==> src/lqr_pkg.sv <==
// Package for the linear queue with indexed removal.
// Holds default sizes and the command and status codes. No dependencies.
package lqr_pkg;

  // Default sizes of the queue storage.
  localparam int unsigned DepthDef     = 16;
  localparam int unsigned DataWidthDef = 32;

  // Command codes carried by each input transaction.
  typedef enum logic [1:0] {
    CMD_ENQ    = 2'd0,
    CMD_DEQ    = 2'd1,
    CMD_PEEK   = 2'd2,
    CMD_REMOVE = 2'd3
  } lqr_cmd_e;

  // Status codes returned with each result transaction.
  typedef enum logic [1:0] {
    STS_OK     = 2'd0,
    STS_FULL   = 2'd1,
    STS_EMPTY  = 2'd2,
    STS_BADIDX = 2'd3
  } lqr_status_e;

endpackage

==> src/lqr_mem.sv <==
// Slot storage of the linear queue: one write port and one registered read port.
// Depends on lqr_pkg for its default sizes.
module lqr_mem import lqr_pkg::*; #(
  parameter int unsigned DEPTH      = DepthDef,
  parameter int unsigned DATA_WIDTH = DataWidthDef,
  localparam int unsigned IdxW      = $clog2(DEPTH)
) (
  input  logic                  clk_i,
  input  logic                  we_i,
  input  logic [IdxW-1:0]       waddr_i,
  input  logic [DATA_WIDTH-1:0] wdata_i,
  input  logic                  re_i,
  input  logic [IdxW-1:0]       raddr_i,
  output logic [DATA_WIDTH-1:0] rdata_o
);

  logic [DATA_WIDTH-1:0] mem_q [DEPTH];
  logic [DATA_WIDTH-1:0] rdata_q;

  // Write port.
  always_ff @(posedge clk_i) begin
    if (we_i) begin
      mem_q[waddr_i] <= wdata_i;
    end
  end

  // Registered read port.
  always_ff @(posedge clk_i) begin
    if (re_i) begin
      rdata_q <= mem_q[raddr_i];
    end
  end

  assign rdata_o = rdata_q;

endmodule

==> src/linear_queue_with_indexed_removal_core.sv <==
// Top level of the linear queue with indexed removal: sequencer, pointers, result register.
// Depends on lqr_pkg and instantiates lqr_mem.
//
// A linear (non-circular) queue of DEPTH words with enqueue, dequeue, peek and
// removal at an absolute slot index; every input transaction yields exactly one
// result transaction with data, status and occupancy. One transaction is worked
// on at a time and in_stall_o is high until its result has been handed to the
// output register. Enqueue and refused commands are settled on acceptance,
// dequeue and peek add a storage read, and a removal at slot s reads that slot,
// then moves the entries above it down one at a time through the registered
// read port and the write port (one read and one write per entry). The output
// register lets a finished result wait while the next transaction is accepted;
// a second result then waits in the block until the first one is taken. The
// storage needs no clearing after reset, since only written slots are read.
module linear_queue_with_indexed_removal_core import lqr_pkg::*; #(
  parameter int unsigned DEPTH      = DepthDef,
  parameter int unsigned DATA_WIDTH = DataWidthDef,
  localparam int unsigned IdxW      = $clog2(DEPTH),
  localparam int unsigned OccW      = $clog2(DEPTH + 1)
) (
  input  logic                  clk_i,
  input  logic                  rst_ni,
  // Input channel.
  input  logic                  in_valid_i,
  output logic                  in_stall_o,
  input  logic [1:0]            command_i,
  input  logic [DATA_WIDTH-1:0] value_i,
  input  logic [IdxW-1:0]       slot_index_i,
  // Output channel.
  output logic                  out_valid_o,
  input  logic                  out_stall_i,
  output logic [DATA_WIDTH-1:0] data_o,
  output logic [1:0]            status_o,
  output logic [OccW-1:0]       occupancy_o
);

  typedef enum logic [2:0] {
    ST_IDLE,
    ST_RD,
    ST_SH_RD,
    ST_SH_WR,
    ST_DONE
  } state_e;

  localparam logic [IdxW-1:0] LastSlot = IdxW'(DEPTH - 1);

  state_e                state_q, state_d;
  lqr_cmd_e              cmd_q, cmd_d;
  logic [IdxW-1:0]       idx_q, idx_d;
  logic [IdxW-1:0]       head_q, head_d;
  logic [IdxW-1:0]       tail_q, tail_d;
  logic                  empty_q, empty_d;
  logic [IdxW-1:0]       ptr_q, ptr_d;
  logic [DATA_WIDTH-1:0] res_data_q, res_data_d;
  lqr_status_e           res_status_q, res_status_d;
  logic                  out_valid_q, out_valid_d;
  logic [DATA_WIDTH-1:0] out_data_q, out_data_d;
  lqr_status_e           out_status_q, out_status_d;
  logic [OccW-1:0]       out_occ_q, out_occ_d;

  logic                  mem_we;
  logic [IdxW-1:0]       mem_waddr;
  logic [DATA_WIDTH-1:0] mem_wdata;
  logic                  mem_re;
  logic [IdxW-1:0]       mem_raddr;
  logic [DATA_WIDTH-1:0] mem_rdata;

  logic [IdxW-1:0]       ptr_nx;
  logic [OccW-1:0]       occ_now;
  logic                  rm_finish;
  lqr_cmd_e              cmd_in;

  // Slot storage.
  lqr_mem #(
    .DEPTH      (DEPTH),
    .DATA_WIDTH (DATA_WIDTH)
  ) u_mem (
    .clk_i   (clk_i),
    .we_i    (mem_we),
    .waddr_i (mem_waddr),
    .wdata_i (mem_wdata),
    .re_i    (mem_re),
    .raddr_i (mem_raddr),
    .rdata_o (mem_rdata)
  );

  // Shared incrementer of the shift loop and the current entry count.
  assign ptr_nx  = ptr_q + IdxW'(1);
  assign occ_now = empty_q ? '0 : OccW'(tail_q - head_q) + OccW'(1);
  assign cmd_in  = lqr_cmd_e'(command_i);

  // Sequencer: decodes a transaction, steps the shift loop, hands off the result.
  always_comb begin
    state_d      = state_q;
    cmd_d        = cmd_q;
    idx_d        = idx_q;
    head_d       = head_q;
    tail_d       = tail_q;
    empty_d      = empty_q;
    ptr_d        = ptr_q;
    res_data_d   = res_data_q;
    res_status_d = res_status_q;
    out_valid_d  = out_valid_q && out_stall_i;
    out_data_d   = out_data_q;
    out_status_d = out_status_q;
    out_occ_d    = out_occ_q;
    mem_we       = 1'b0;
    mem_waddr    = tail_q;
    mem_wdata    = value_i;
    mem_re       = 1'b0;
    mem_raddr    = head_q;
    rm_finish    = 1'b0;

    unique case (state_q)
      ST_IDLE: begin
        if (in_valid_i) begin
          cmd_d        = cmd_in;
          idx_d        = slot_index_i;
          res_data_d   = '0;
          res_status_d = STS_OK;
          state_d      = ST_DONE;
          unique case (cmd_in)
            CMD_ENQ: begin
              if (empty_q) begin
                mem_we    = 1'b1;
                mem_waddr = '0;
                head_d    = '0;
                tail_d    = '0;
                empty_d   = 1'b0;
              end else if (tail_q == LastSlot) begin
                res_status_d = STS_FULL;
              end else begin
                mem_we    = 1'b1;
                mem_waddr = tail_q + IdxW'(1);
                tail_d    = tail_q + IdxW'(1);
              end
            end
            CMD_DEQ, CMD_PEEK: begin
              if (empty_q) begin
                res_status_d = STS_EMPTY;
              end else begin
                mem_re    = 1'b1;
                mem_raddr = head_q;
                state_d   = ST_RD;
              end
            end
            CMD_REMOVE: begin
              if (empty_q) begin
                res_status_d = STS_EMPTY;
              end else if (slot_index_i < head_q || slot_index_i > tail_q) begin
                res_status_d = STS_BADIDX;
              end else begin
                mem_re    = 1'b1;
                mem_raddr = slot_index_i;
                state_d   = ST_RD;
              end
            end
            default: ;
          endcase
        end
      end
      ST_RD: begin
        res_data_d = mem_rdata;
        state_d    = ST_DONE;
        unique case (cmd_q)
          CMD_DEQ: begin
            if (head_q >= tail_q) begin
              head_d  = '0;
              tail_d  = '0;
              empty_d = 1'b1;
            end else begin
              head_d = head_q + IdxW'(1);
            end
          end
          CMD_REMOVE: begin
            ptr_d = idx_q;
            if (idx_q < tail_q) begin
              state_d = ST_SH_RD;
            end else begin
              rm_finish = 1'b1;
            end
          end
          default: ;
        endcase
      end
      ST_SH_RD: begin
        mem_re    = 1'b1;
        mem_raddr = ptr_nx;
        state_d   = ST_SH_WR;
      end
      ST_SH_WR: begin
        mem_we    = 1'b1;
        mem_waddr = ptr_q;
        mem_wdata = mem_rdata;
        ptr_d     = ptr_nx;
        if (ptr_nx < tail_q) begin
          state_d = ST_SH_RD;
        end else begin
          rm_finish = 1'b1;
          state_d   = ST_DONE;
        end
      end
      ST_DONE: begin
        if (!out_valid_q || !out_stall_i) begin
          out_valid_d  = 1'b1;
          out_data_d   = res_data_q;
          out_status_d = res_status_q;
          out_occ_d    = occ_now;
          state_d      = ST_IDLE;
        end
      end
      default: state_d = ST_IDLE;
    endcase

    // The tail steps back after a removal, or the queue drains on its last entry.
    if (rm_finish) begin
      if (tail_q <= head_q) begin
        head_d  = '0;
        tail_d  = '0;
        empty_d = 1'b1;
      end else begin
        tail_d = tail_q - IdxW'(1);
      end
    end
  end

  // State, pointers and registered outputs.
  always_ff @(posedge clk_i or negedge rst_ni) begin
    if (!rst_ni) begin
      state_q      <= ST_IDLE;
      head_q       <= '0;
      tail_q       <= '0;
      empty_q      <= 1'b1;
      out_valid_q  <= 1'b0;
      out_data_q   <= '0;
      out_status_q <= STS_OK;
      out_occ_q    <= '0;
    end else begin
      state_q      <= state_d;
      head_q       <= head_d;
      tail_q       <= tail_d;
      empty_q      <= empty_d;
      out_valid_q  <= out_valid_d;
      out_data_q   <= out_data_d;
      out_status_q <= out_status_d;
      out_occ_q    <= out_occ_d;
    end
  end

  // Transaction payload and result registers.
  always_ff @(posedge clk_i) begin
    cmd_q        <= cmd_d;
    idx_q        <= idx_d;
    ptr_q        <= ptr_d;
    res_data_q   <= res_data_d;
    res_status_q <= res_status_d;
  end

  assign in_stall_o  = (state_q != ST_IDLE);
  assign out_valid_o = out_valid_q;
  assign data_o      = out_data_q;
  assign status_o    = out_status_q;
  assign occupancy_o = out_occ_q;

  // An accepted transaction blocks the input until its result is handed off.
  assert property (@(posedge clk_i) disable iff (!rst_ni)
    in_valid_i && !in_stall_o |=> in_stall_o)
    else $error("input accepted again before the result was handed off");

  // An empty queue has both pointers at slot zero.
  assert property (@(posedge clk_i) disable iff (!rst_ni)
    empty_q |-> (head_q == '0) && (tail_q == '0))
    else $error("empty queue with pointers away from slot zero");

  // A held queue never has its head past its tail.
  assert property (@(posedge clk_i) disable iff (!rst_ni)
    !empty_q |-> head_q <= tail_q)
    else $error("head pointer past tail pointer");

  // An empty status always reports zero entries and zero data.
  assert property (@(posedge clk_i) disable iff (!rst_ni)
    out_valid_o && (status_o == STS_EMPTY) |-> (occupancy_o == '0) && (data_o == '0))
    else $error("empty status with entries or data");

endmodule

==> config.mk <==
export PLATFORM = sky130hd
export DESIGN_NAME = linear_queue_with_indexed_removal_core
export DESIGN_NICKNAME = d
export VERILOG_FILES = /design/src/lqr_pkg.sv /design/src/lqr_mem.sv /design/src/linear_queue_with_indexed_removal_core.sv
export SDC_FILE = /design/constraint.sdc
export NUM_CORES = 1
export LEC_CHECK = 0
export ABC_AREA = 0
export BUFFER_PORTS_ARGS = -buffer_cell sky130_fd_sc_hd__buf_2
export CAP_MARGIN = 20
export CORE_MARGIN = 4
export CORE_UTILIZATION = 65
export DETAILED_ROUTE_END_ITERATION = 8
export PLACE_DENSITY = 0.83
export SETUP_SLACK_MARGIN = 0.1
export SLEW_MARGIN = 20
export SYNTH_ARGS = -nofsm -noshare
export SYNTH_HDL_FRONTEND = slang
export SYNTH_SLANG_ARGS = --single-unit
==> constraint.sdc <==
create_clock -name clk_i -period 11.1 [get_ports clk_i]
set_input_delay 1.11 -clock clk_i [delete_from_list [all_inputs] [get_ports clk_i]]
set_output_delay 1.11 -clock clk_i [all_outputs]
set_load 0.01 [all_outputs]
---- Word-level counts from Yosys, hierarchy flattened ----
Memories as Yosys holds them, arrays and structs flattened. A register that Yosys moved wholly into a read port is not among the register bits.
Cells that the tools add are included.
storage, ports and cells
  RAM bits ................................ 512
  logic and storage cells ................. 130
  register bits ........................... 96
  output and inout bits ................... 41
  input bits .............................. 42
  memories ................................ 1
memory list
  memory       depth  bits a word  read ports  clocked after memory_dff  wr ports  line           RTL
  u_mem.mem_q  16     32           1           1                         1         lqr_mem.sv:17  logic [DATA_WIDTH-1:0] mem_q [DEPTH];
operators by class
  add/subtract/negate cells ............... 6
  reductions and logical operators ........ 18
  mux-type cells .......................... 71
  magnitude comparators ................... 6
  eq/ne operators ......................... 15
operators by type and width
  cell                                                  count
  2-to-1 mux 4 bit                                      20
  2-to-1 mux 32 bit                                     2
  one-hot mux 32 bit (2 select lines)                   1
  one-hot mux 4 bit (2 select lines)                    5
  2-to-1 mux 3 bit                                      8
  2-to-1 mux 1 bit                                      23
  one-hot mux 3 bit (5 select lines)                    1
  adder 4 x 1 -> 4 bit (second input constant)          3
  less-than comparator 4 bit                            3
  one-hot mux 1 bit (2 select lines)                    5
  AND reduction 2 bit                                   5
  equality test 2 bit (second input constant)           3
  equality test 3 x 2 -> 1 bit (second input constant)  2
  2-to-1 mux 2 bit                                      3
  != test 2 bit (second input constant)                 3
  one-hot mux 2 bit (3 select lines)                    1
  one-hot mux 3 bit (2 select lines)                    1
  nonzero test 3 bit                                    2
  adder 5 x 1 -> 5 bit (second input constant)          1
  2-to-1 mux 5 bit                                      1
  subtractor 4 x 4 -> 5 bit                             1
  equality test 2 x 1 -> 1 bit (second input constant)  2
  equality test 4 bit (second input constant)           1
  greater-or-equal comparator 4 bit                     1
  other kinds (15)                                      18

---- Depth between registers and ports, before layout ----
  depth after elaboration ................. 8
  mapped depth ............................ 13
  mapped depth without buffers ............ 11

---- Hierarchy ----
A second synthesis with hierarchy kept.
second synthesis, totals
  cell total of the unflattened synthesis .. 1359
  area, all modules ....................... 25483.2 um2
modules (own cells, without submodules)
  module                                  sequential area each (um2)  times used  cells each  area an instance (um2)
  lqr_mem                                 16335.7                     1           838         20155.6
  linear_queue_with_indexed_removal_core  2623.8                      1           521         5327.6

---- Worst setup path before layout ----
Ideal clock, no wire load.
  path kind ............................... input port to flip-flop
  from .................................... input command_i[0]
  to ...................................... memory u_mem.mem_q[0][0] (netlist bit), enable pin
  buffers on the path ..................... 1
  library setup time ...................... 0.421 ns
  required time ........................... 10.679 ns
  setup slack ............................. 6.881 ns
  data arrival time ....................... 3.798 ns
  stages .................................. 10
  cells stage by stage .................... inv_1 ha_1 buf_2 nand2_1 o21bai_1 a22oi_1 nor2_1 a221oi_1 nand2_1 nor2_1
between the ends
  longest elaborated chain between the ends .. 6
  elaborated cells between the ends (all ways) .. 9
  those cells by class .................... 8 x mux; 1 x reduce/logical
ends and longest elaborated chain
  item                                    line                                           RTL
  start, declared                         linear_queue_with_indexed_removal_core.sv:26   input logic [1:0] command_i,
  logical NOT 2 bit (*)                   linear_queue_with_indexed_removal_core.sv:122  unique case (cmd_in)
  2-to-1 mux 1 bit                        linear_queue_with_indexed_removal_core.sv:122
  2-to-1 mux 1 bit                        linear_queue_with_indexed_removal_core.sv:116  if (in_valid_i) begin
  one-hot mux 1 bit (2 select lines)      linear_queue_with_indexed_removal_core.sv:114  unique case (state_q)
  2-to-1 mux 1 bit                        lqr_mem.sv:22                                  if (we_i) begin
  2-to-1 mux 1 bit (implied by the code)  lqr_mem.sv:23                                  mem_q[waddr_i] <= wdata_i;
  end, declared                           lqr_mem.sv:17
Mark *: on every way between the ends. The rest lies on a longest branch, timed or not.

---- Worst setup path after layout ----
  from .................................... register tail_q[1]
  to ...................................... register u_mem.rdata_q[14], in the netlist u_mem.rdata_o[14], read port of u_mem.mem_q, data pin
between the ends
  longest elaborated chain between the ends .. 7
  elaborated cells between the ends (all ways) .. 12
  those cells by class .................... 1 x order compare; 10 x mux; 1 x reduce/logical
ends and longest elaborated chain
  item                                                                                      line                                           RTL
  start, declared                                                                           linear_queue_with_indexed_removal_core.sv:51   logic [IdxW-1:0] tail_q, tail_d;
  start signal, assigned                                                                    linear_queue_with_indexed_removal_core.sv:241  tail_q <= tail_d;
  > comparator 4 bit (*)                                                                    linear_queue_with_indexed_removal_core.sv:150  end else if (slot_index_i < head_q || slot_index_i > tail_q) begin
  logical OR 1 bit (*)                                                                      linear_queue_with_indexed_removal_core.sv:150
  2-to-1 mux 1 bit or 2-to-1 mux 4 bit (tied branches)                                      linear_queue_with_indexed_removal_core.sv:150
  2-to-1 mux 1 bit or 2-to-1 mux 4 bit (tied branches)                                      linear_queue_with_indexed_removal_core.sv:148  if (empty_q) begin
  one-hot mux 1 bit (2 select lines) or 2-to-1 mux 4 bit (tied branches)                    n/a
  2-to-1 mux 1 bit or 2-to-1 mux 4 bit (tied branches)                                      linear_queue_with_indexed_removal_core.sv:116
  one-hot mux 1 bit (2 select lines) or one-hot mux 4 bit (2 select lines) (tied branches)  linear_queue_with_indexed_removal_core.sv:114
  end, declared                                                                             lqr_mem.sv:18                                  logic [DATA_WIDTH-1:0] rdata_q;
Marks and branches as above.
A chain may end at the register's enable or synchronous reset.

==> metrics.md <==
| Metric | Value |
|---|---|
| Status | `complete, no violations` |
| Setup ws final | `6.12 ns` |
| Post-synthesis sequential area ratio | `0.734` |
| Startpoint class of the critical path | `register` |
| Gpl congestion | `0.907` |
| GRT overflow | `0` |
| Synth top area share | `0.684` |
| TritonCTS clock tree | `built` |
| Global-route wire length before repair | `95800 um` |
| Setup_tns | `0 ns` |
| Setup WS pre-CTS | `5.54 ns` |
| Most numerous cell in the Yosys netlist | `edfxtp_1` |
| Avg Synthesized Cell Area | `18.0 um2` |
| Worst slew margin | `0.267` |
| Switching share of power | `0.297` |
| Syn-to-layout area delta | `11.1%` |
| Logic pwr share | `0.257` |
| Top delay family on crit path | `buffers and inverters` |
| YS warnings | `0` |
| Root Driver | `clkbuf_16` |
| Ys async rst share | `0.0813` |
| CTS Buf Count | `58` |
| Net load switching power | `0.00205 W` |
| Max-cap check violation count | `0` |
| Critical path arrival | `5.31 ns` |
| Post-Synth XOR/XNOR Area | `0.00136` |
| IO buf count | `82` |
| Post-Route WL | `64100 um` |
| RSZ-0062 raised after global routing | `false` |
| Critical path class | `register to register` |
| Post-layout util | `0.736` |
| Ports | `83` |
| DRT Pass-1 Iters | `5` |
| Vias in the first global route | `14802` |
| Commonest cells in the netlist | `edfxtp_1 (588), nand3_1 (142), nand2_1 (132)` |
| Final Max Tran Viols | `0` |
| P_int | `0.00485 W` |
| Multiplexer share of the synthesized area | `0.129` |
| Clock latency on the worst-skew pair | `0.60 ns` |
| Final hold vios | `0` |
| Crit path buf inv count | `3` |
| Synth area leader | `edfxtp_1` |
| Final setup skew | `0.0157 ns` |
| Clock sinks | `640` |
| Most frequent CP cell | `buf_4` |
| Post-CTS Hold Buffers | `0` |
| Post-route ant nets | `0` |
| Final period util | `0.449` |
| Register bit count reported by yosys | `640` |
| Post-CTS Setup Repair Bufs | `0` |
| Longest Clk Path Bufs | `3` |
| Critical Path End Type | `register` |
| Static leakage | `9.83 nW` |
| Crit-path cells | `inv_1 > ha_1 > nor2b_1 > o211ai_2 > a21oi_2 > or3_1 > o211ai_1 > buf_4 > buf_4 > mux4_2 > nand3_1 > nand4_1` |
| VDD IR max | `0.198 mV` |
| Initial antenna violation count | `3` |
| Setup Viol. Count Final | `0` |
| GRT Util Overall | `0.297` |
| Synth Cell Area | `25800 um2` |
| Area contributors post-synth | `edfxtp_1 (68%), mux4_2 (11%), dfrtp_1 (4.9%), nand3_1 (2.8%), nand2_1 (1.9%)` |
| Drc violations | `0` |
| CTS resizes | `0` |
| # H-tree levels | `2` |
| Largest family of logic cells by synthesized area | `multiplexers` |
| Slew @ Worst Pin | `1.10 ns` |
| Average vias per placed instance | `7.01` |
| Drt first-iter violations | `2333` |
| Vert. Die Dim | `207 um` |
| Starting Density | `0.662` |
| Largest net degree at the start of global routing | `72` |
| Clock-pin slew on the worst setup and hold paths | `0.07 ns` |
| Clk pwr share | `0.297` |
| Via count | `14655` |
| Simple logic cell fraction of the synthesized area | `0.0755` |
| Final nets | `1595` |
| Number of core rows | `72` |
| PwrDens | `241 nW/um2` |
| Crit path max fanout | `71` |
| Synth Area in Compound Gates | `0.0206` |
| Sequential power share | `0.445` |
| Worst hold path class | `register to register` |
| CP max-delay cell | `buf_4` |
| Layout cell share with drive strength beyond 1 | `0.251` |
| Core Area | `39000 um2` |
| Post-synthesis adder-cell area fraction | `0.0151` |
| Fmax | `201 MHz` |
| Req. time, crit path | `11.43 ns` |
| DR WL/cell | `30.7 um` |
| Detailed Place HPWL | `31500 um` |
| Post-Syn Nets | `1505` |
| Die ar. | `43000 um2` |
| Max incr delay on CP | `0.96 ns` |
| Cells after synthesis | `1433` |
| Post-synth EDFFs | `588` |
| Tmin final | `4.98 ns` |
| Die W | `207 um` |
| Post-synth top flop | `edfxtp_1` |
| Yosys cell types | `60` |
final cells by class:
| cell class | count | area (um2) |
|---|---|---|
| Inverter | 22 | 82.6 |
| Clock inverter | 39 | 404 |
| Sequential cell | 640 | 19000 |
| Antenna cell | 2 | 5.00 |
| Fill cell | 2075 | 10300 |
| Timing Repair Buffer | 112 | 639 |
| Clock buffer | 69 | 1550 |
| Tap cell | 518 | 648 |
| Multi-Input combinational cell | 689 | 6410 |
worst register-to-register path, delay by kind of cell (launching register included):
| kind | cells | cell delay [ns] |
|---|---|---|
| buffers and inverters | 3 | 1.96 |
| and+or+nand+nor | 4 | 0.88 |
| DFF | 1 | 0.53 |
| muxes | 1 | 0.50 |
| AOI/OAI and AO/OA | 3 | 0.49 |
| adders and majority gates | 1 | 0.35 |
metrics by stage:
step / hold slack (ns) / total power (W) / std cells / area (um2)
6_report: 0.481 / 0.00690 / 2091 / 28700
4_1_cts: 0.481 / 0.00691 / 2089 / 28700
5_1_grt: 0.494 / 0.00717 / 2089 / 28700
2_1_floorplan: 0.455 / 0.00439 / 1433 / 25800
3_5_place_dp: 0.466 / 0.00483 / 1981 / 26700
3_3_place_gp: 0.461 / 0.00476 / 1981 / 26700
kinds of logic after synthesis:
logic type	Yosys count
compound gates	81
xor+xnor	4
fa+ha+maj	30
buf+inv	104
flops	640
mux	168
simple gates	406
routing by layer:
layer | GRT usage | routed length, um | part of all wire
met1 | 0.420 | 23300 | 0.36
met2 | 0.481 | 31800 | 0.50
met3 | 0.0535 | 6710 | 0.10
met4 | 0.0996 | 2290 | 0.036
met5 | 0 | 0 | 0
power groups by stage:
stage / Clock (W) / Sequential [W] / Combinational [W]
floorplan: 0 / 0.00307 / 0.00132
global placement: 0 / 0.00310 / 0.00166
detailed placement: 0 / 0.00311 / 0.00172
CTS: 0.00206 / 0.00307 / 0.00177
global route: 0.00217 / 0.00309 / 0.00190
finish: 0.00205 / 0.00308 / 0.00177
flip-flops by register name, summed over array words and instances (netlist names):
signal / cells
cmd_q: 2
data_o: 32
empty_q: 1
head_q: 4
idx_q: 4
occupancy_o: 5
out_valid_o: 1
ptr_q: 4
res_data_q: 32
res_status_q: 2
state_q: 3
status_o: 2
tail_q: 4
u_mem.mem_q: 512
u_mem.rdata_o: 32
cells in the final DEF, fill, tap and decap left out, drive strengths merged, types with 6 or more instances in the layout:
cell	n
nor3	9
nand4	33
nand3	142
ha	28
inv	27
nor2	34
mux2	36
nand2	132
mux4	128
dfrtp	51
and3	33
buf	112
o21ai	22
edfxtp	588
a31oi	6
clkinv	25
clkbuf	69
bufinv	7
a21oi	18
o21a	6
worst paths after layout:
| path | cells after the start | to | slack, ns | start |
|---|---|---|---|---|
| max reg2reg | 12 | u_mem.rdata_o[14] | 6.12 | tail_q[1] |
| min in group asynchronous | 2 | occupancy_o[3] | 0.64 | rst_ni |
| min reg2reg | 1 | data_o[11] | 0.48 | res_data_q[11] |
| max | 12 | u_mem.rdata_o[14] | 6.12 | tail_q[1] |
| max in group asynchronous | 2 | data_o[15] | 9.99 | rst_ni |
| min | 1 | data_o[11] | 0.48 | res_data_q[11] |
(Power assumes the default switching activity.)
